==> src/hw/rtl/cse_pkg.sv <==
// Package for the cubic spline evaluator: widths, constants, FSM states.
// No dependencies.
`timescale 1ns / 1ps
`default_nettype none
package cse_pkg;
  localparam int MaxKnots  = 64;
  localparam int FracBits  = 16;
  localparam int IdxW      = 6;
  localparam int CountW    = 7;
  localparam int DataW     = 32;
  localparam logic MODE_WRITE = 1'b0;
  localparam logic MODE_QUERY = 1'b1;

  typedef struct packed {
    logic                    mode;
    logic [IdxW-1:0]         entry_index;
    logic signed [DataW-1:0] knot_position;
    logic signed [DataW-1:0] coef_const;
    logic signed [DataW-1:0] coef_linear;
    logic signed [DataW-1:0] coef_square;
    logic signed [DataW-1:0] coef_cube;
    logic signed [DataW-1:0] query_point;
  } in_item_t;

  typedef struct packed {
    logic signed [DataW-1:0] spline_value;
    logic signed [DataW-1:0] first_derivative;
    logic signed [DataW-1:0] second_derivative;
    logic [IdxW-1:0]         segment_found;
    logic                    out_of_range;
  } out_item_t;

  typedef enum logic [3:0] {
    ST_IDLE, ST_RANGE_RD, ST_RANGE_CHK, ST_SEARCH_RD, ST_SEARCH_CMP,
    ST_COEF_RD, ST_MUL, ST_ADD, ST_OUT
  } state_t;

  // Horner step select
  typedef enum logic [2:0] {
    OP_DP, OP_V1, OP_V2, OP_U1, OP_LAST
  } step_t;

  typedef struct packed {
    logic  load;       // capture input transaction
    logic  write_tab;  // write table entry
    logic  rd_first;   // read knot 0
    logic  rd_last;    // read knot n-1
    logic  chk_range;  // latch range result
    logic  init_srch;
    logic  rd_mid;
    logic  cmp_mid;
    logic  rd_coef;
    logic  mul;
    logic  add;
    step_t step;
    logic  set_oor;
    logic  out_load;
  } cmd_t;

  typedef struct packed {
    logic is_query;
    logic oor;
    logic srch_done;
  } sts_t;

  function automatic logic signed [DataW-1:0] sat32(input logic signed [DataW+3:0] v);
    logic signed [DataW+3:0] mx;
    logic signed [DataW+3:0] mn;
    mx = (DataW+4)'(signed'({1'b0, {(DataW-1){1'b1}}}));
    mn = -mx - (DataW+4)'(1);
    if (v > mx) return {1'b0, {(DataW-1){1'b1}}};
    else if (v < mn) return {1'b1, {(DataW-1){1'b0}}};
    else return v[DataW-1:0];
  endfunction
endpackage
`default_nettype wire

==> src/hw/rtl/cse_ctrl.sv <==
// Controller FSM of the spline evaluator: sequences write, search, Horner steps.
// Depends on cse_pkg.
`timescale 1ns / 1ps
`default_nettype none
module cse_ctrl (
  input  wire logic          clk,
  input  wire logic          rst,
  input  wire logic          in_valid,
  output logic               in_ready,
  output logic               out_valid,
  input  wire logic          out_ready,
  input  wire cse_pkg::sts_t sts,
  output cse_pkg::cmd_t      cmd
);
  import cse_pkg::*;
  state_t state, state_next;
  step_t  step, step_next;
  logic   ov, ov_next;

  always_ff @(posedge clk) begin
    if (rst) begin
      state <= ST_IDLE;
      step  <= OP_DP;
      ov    <= 1'b0;
    end else begin
      state <= state_next;
      step  <= step_next;
      ov    <= ov_next;
    end
  end

  assign out_valid = ov;

  always_comb begin
    state_next = state;
    step_next  = step;
    ov_next    = ov && !out_ready;
    cmd        = '0;
    cmd.step   = step;
    in_ready   = 1'b0;
    unique case (state)
      ST_IDLE: begin
        in_ready = 1'b1;
        if (in_valid) begin
          cmd.load   = 1'b1;
          state_next = ST_RANGE_RD;
        end
      end
      ST_RANGE_RD: begin
        if (!sts.is_query) begin
          cmd.write_tab = 1'b1;
          state_next    = ST_IDLE;
        end else begin
          cmd.rd_first  = 1'b1;
          cmd.rd_last   = 1'b1;
          state_next    = ST_RANGE_CHK;
        end
      end
      ST_RANGE_CHK: begin
        cmd.chk_range = 1'b1;
        cmd.init_srch = 1'b1;
        state_next    = ST_SEARCH_RD;
      end
      ST_SEARCH_RD: begin
        if (sts.oor) begin
          state_next  = ST_OUT;
        end else begin
          cmd.rd_mid = 1'b1;
          state_next = ST_SEARCH_CMP;
        end
      end
      ST_SEARCH_CMP: begin
        cmd.cmp_mid = 1'b1;
        state_next  = sts.srch_done ? ST_COEF_RD : ST_SEARCH_RD;
      end
      ST_COEF_RD: begin
        cmd.rd_coef = 1'b1;
        step_next   = OP_DP;
        state_next  = ST_MUL;
      end
      ST_MUL: begin
        cmd.mul    = 1'b1;
        state_next = ST_ADD;
      end
      ST_ADD: begin
        cmd.add = 1'b1;
        if (step == OP_LAST) begin
          state_next = ST_OUT;
        end else begin
          step_next  = step_t'(step + 3'd1);
          state_next = ST_MUL;
        end
      end
      ST_OUT: begin
        cmd.set_oor = sts.oor;
        if (!ov || out_ready) begin
          cmd.out_load = 1'b1;
          ov_next      = 1'b1;
          state_next   = ST_IDLE;
        end
      end
      default: state_next = ST_IDLE;
    endcase
  end
endmodule
`default_nettype wire

==> config.mk <==
export PLATFORM = sky130hd
export DESIGN_NAME = cse_ctrl
export DESIGN_NICKNAME = d
export VERILOG_FILES = /design/src/hw/rtl/cse_pkg.sv /design/src/hw/rtl/cse_ctrl.sv
export SDC_FILE = /design/constraint.sdc
export NUM_CORES = 1
export LEC_CHECK = 0
export ABC_AREA = 1
export BUFFER_PORTS_ARGS = -buffer_cell sky130_fd_sc_hd__buf_2
export CORE_MARGIN = 2
export CORE_UTILIZATION = 30
export CTS_CLUSTER_SIZE = 40
export DETAILED_ROUTE_END_ITERATION = 16
export PLACE_DENSITY = 0.6
export SLEW_MARGIN = 20
export SYNTH_ARGS = -nofsm -noshare
export SYNTH_HDL_FRONTEND = slang
export SYNTH_SLANG_ARGS = --single-unit
export TNS_END_PERCENT = 10
==> constraint.sdc <==
create_clock -name clk -period 1.54 [get_ports clk]
set_input_delay 0.154 -clock clk [delete_from_list [all_inputs] [get_ports clk]]
set_output_delay 0.154 -clock clk [all_outputs]
set_load 0.005 [all_outputs]
[Word level (Yosys, flattened, before mapping)]
Cells that the tools add are included.
Word-level totals
  register bits after elaboration: 8
  output and inout port bits: 18
Cells by class
  $add $sub $neg: 1
  eq/ne operators: 12
  mux-type cells: 26
  reductions and logical operators: 8
Operator list (number)
  one-hot mux 4 bit (9 select lines): 1
  == test 4 x 3 -> 1 bit (second input constant): 4
  2-to-1 mux 4 bit: 4
  2-to-1 mux 1 bit: 13
  2-to-1 mux 3 bit: 3
  == test 4 x 2 -> 1 bit (second input constant): 2
  2-to-1 mux 2 bit: 4
  inequality test 2 bit (second input constant): 3
  one-hot mux 3 bit (2 select lines): 1
  == test 4 x 1 -> 1 bit (second input constant): 1
  == test 4 bit (second input constant): 1
  logical NOT 4 bit: 1
  AND reduction 2 bit: 2
  adder 3 x 1 -> 3 bit (second input constant): 1
  == test 3 bit (second input constant): 1
  logical NOT 1 bit: 2
  nonzero test 2 bit: 1
  logical AND 1 bit: 1
  logical OR 1 bit: 1

[Logic depth before layout (Yosys ltp)]
  depth in word-level cells: 4
  gate-level depth with buffers: 8
  gate-level depth less buffers: 8

[Least setup slack after synthesis]
OpenSTA, ideal clock, no wires.
  path kind: flip-flop to flip-flop
  start: register step[0]
  end: register state[3]
  library setup time: 0.113 ns
  arrival time: 1.016 ns
  data required time: 1.427 ns
  setup slack: 0.411 ns
  stages on the path, launching flop included: 9
  path buffers: 0
  period minus slack after synthesis: 1.129 ns
  cells stage by stage: dfxtp_1 inv_1 ha_1 nand2_1 inv_1 nand2_1 nand2_1 o21ai_1 inv_1
On the way
  longest elaborated chain between the ends: 3
Ends and longest elaborated chain
  start, declared: RTL line cse_ctrl.sv:17  | step_t step, step_next;
  start signal, assigned: RTL line cse_ctrl.sv:27  | step <= step_next;
  == test 3 bit: RTL line cse_ctrl.sv:87  | if (step == OP_LAST) begin
  2-to-1 mux 4 bit: RTL line cse_ctrl.sv:87
  one-hot mux 4 bit (9 select lines): RTL line cse_ctrl.sv:41  | unique case (state)
  end signal, assigned: RTL line cse_ctrl.sv:26  | state <= state_next;
  end, declared: RTL line cse_ctrl.sv:16  | state_t state, state_next;
No other way between the ends.
A chain may end at the register's enable or synchronous reset.

==> flow_summary.yaml <==
run_status:
  status: "completed"
pwr:
  power_frac_comb_pct: 16.9
  swShare_pct: 28.2
  power_density_nw_per_um2: 631
  pwr-share-seq_pct: 47.7
  internal-power_uw: 336
  p_sw_uw: 132
  clkPwrFrac_pct: 35.4
  leakage_uw: 0.000440
  ir_drop_v: 0.000314
synth:
  synth_fp_nets: 100
  yosysWarnings: 0
  ys_seq_area_share_pct: 27.7
  synth_cells: 91
  ys_ff_latch: 8
  netlist_area_um2: 578
  ys_types: 19
  avgSynthCellArea_um2: 6.35
global_route:
  antenna_found_initial: 0
  track_usage_pct: 13.1
  grt_max_degree: 8
  grt_pass1_vias: 492
  grt_pass1_wl_um: 2040
  grt_overflow_total: 0
detailed_routing:
  drt_pass1_iterations: 4
  drt_iter0_drc: 7
  ant_nets: 0
  dr_total_vias: 613
  drt_wl_total_um: 1280
  post_drt_wl_per_cell_um: 9.10
  viasPerCell: 4.35
  route.detailed.drc: 0
timing:
  rsz0062_at_grt: "no"
  tightest_slew_ns: 0.287
  tns_ns: 0
  finClkSkew_ns: 0.00557
  setup_ws_ns: 0.122
  finalCriticalPeriod_ns: 1.42
  finalMaxSlewViolations: 0
  finalCritPeriodShare_pct: 92.1
  setup_violations: 0
  max_slew_margin_pct: 80.8
  whs_ns: 0.154
  max_freq_mhz: 705
  hold_viol: 0
clocking:
  cts.clk_slew.worst_paths_ns: 0.06
  cts_hold_buf: 0
  clock-sinks: 8
  clock_latency_ns: 0.25
  cts_tree: "built"
  numCtsBuffers: 3
  cts_max_path_buffers: 2
  htreeDepth: 1
  cts_root_buffer: "clkbuf_4"
critical_path:
  cp-end-kind: "primary output"
  cpMaxStageDelayCell: "dfxtp_1"
  crit_end: "cmd[13]"
  critPathMaxFanout: 4
  cp-startpoint: "state[0]"
  r2r_slack_ns: 0.31
  r2r-start: "step[0]"
  crit_chain: "inv_2 > nor2_2 > nand3_1 > inv_1 > buf_2"
  r2r_end: "state[3]"
  rr_worst_depth: 8
  worst_setup_path_start_kind: "flop"
  critPathKind: "reg2out"
  cp.required_ns: 1.39
  slowest_delay_ns: 0.44
  worst_ep_arrival_time_ns: 1.26
floorplanning:
  coreArea_um2: 1760
  die_x_um: 47.9
  row_count: 15
  ios: 25
  die_h_um: 47.9
  floorplan.initialDensity_pct: 32.8
  die-area_um2: 2290
placed_design:
  dp.final_hpwl_um: 1090
  port-buffer-count: 24
  place_area_um2: 714
  preCtsSetupSlack_ns: 0.313
  gp_congestion: 0.788
worst_hold_path:
  hold_path_class: "in2reg"
  holdCritStartpoint: "rst"
cells_and_area:
  regArea_um2: 160
  finalInstanceArea_um2: 742
  antenna_cells: 0
  fillers: 224
  drive_gt1_share_pct: 34.5
  nets: 127
  multi_input_area_um2: 320
  area_delta_synth_final_pct: 28.4
  final_util_pct: 42.1
run:
  cap_violations: 0
cells in the mapped netlist:
master / number / area, um2
a21oi_1: 4 / 20.0
a31oi_1: 1 / 6.26
and3_1: 1 / 6.26
buf_4: 2 / 15.0
clkinv_2: 1 / 5.00
dfxtp_1: 8 / 160
ha_1: 2 / 25.0
inv_1: 19 / 71.3
inv_2: 3 / 11.3
nand2_1: 12 / 45.0
nand2_2: 1 / 6.26
nand2_4: 2 / 22.5
nand3_1: 15 / 75.1
nand3_4: 1 / 17.5
nor2_1: 12 / 45.0
nor2_2: 4 / 25.0
nor2_4: 1 / 11.3
nor3_1: 1 / 5.00
o21ai_1: 1 / 5.00
layout make-up:
cell class | count | area share [%]
tap | 25 | 4.22
clock buffer | 3 | 3.04
inverter | 23 | 11.8
timing repair buffer | 24 | 16.2
multi-input combinational | 58 | 43.2
sequential | 8 | 21.6
state kept, by name, summed over array words and instances, names as in the netlist:
register   count
out_valid      1
state          4
step           3
timing repair:
item / 4_1_cts / 5_1_grt
resized for setup: 0 / 1
endpoints found under the setup margin: 0 / 1
setup buffers: 0 / 0
power by group through the flow:
stage	logic (uW)	clock network (uW)	registers [uW]
6_report	79.2	166	223
5_1_grt	91.4	182	225
4_1_cts	79.4	171	222
3_5_place_dp	79.0	0	226
3_3_place_gp	78.1	0	226
2_1_floorplan	50.1	0	225
cells by family after synthesis:
logic type / after synthesis / synth area share (%)
simple gates: 50 / 44.8
buf+inv: 25 / 17.7
flops: 8 / 27.7
compound gates: 6 / 5.41
fa+ha+maj: 2 / 4.33
per-layer routing:
| metal | wire length [um] | GRT usage [%] | vias up |
|---|---|---|---|
| met3 | 88 | 4.15 | 2 |
| met2 | 568 | 18.9 | 18 |
| met4 | 12 | 8.11 | 0 |
| met5 | 0 | 0 | - |
| li1 | - | - | 332 |
| met1 | 613 | 16.9 | 261 |
worst min path at each step:
stage | cells after the start | end | slack [ns]
2_1_floorplan | 1 | out_valid | 0.22
3_3_place_gp | 2 | step[2] | 0.43
3_5_place_dp | 2 | out_valid | 0.42
4_1_cts | 2 | step[1] | 0.15
5_1_grt | 2 | step[2] | 0.16
6_report | 2 | step[1] | 0.15
metrics by stage:
| step | power, uW | cells |
|---|---|---|
| 6_report | 469 | 141 |
| 5_1_grt | 498 | 141 |
| 4_1_cts | 472 | 141 |
| 3_5_place_dp | 305 | 138 |
| 3_3_place_gp | 304 | 138 |
| 2_1_floorplan | 275 | 91 |
critical path, delay by kind of cell (launching register included):
| kind | cells | cell delay, ns |
|---|---|---|
| flops | 1 | 0.44 |
| simple gates | 2 | 0.31 |
| buf+inv | 3 | 0.28 |
placed cells by master, fill, tap and decap left out:
master    netlist  layout
buf_2           0      24
nand2_1        12      12
and3_1          1       1
clkbuf_4        0       3
ha_1            2       2
inv_1          19      19
nand2_2         1       1
nor3_1          1       1
a21oi_1         4       4
nor2_4          1       2
inv_2           3       3
nor2_2          4       3
dfxtp_1         8       8
nand2_4         2       2
nand3_4         1       1
o21ai_1         1       1
clkinv_2        1       1
nor2_1         12      12
a31oi_1         1       1
nand3_1        15      15
Power figures use the tool's default switching activity.
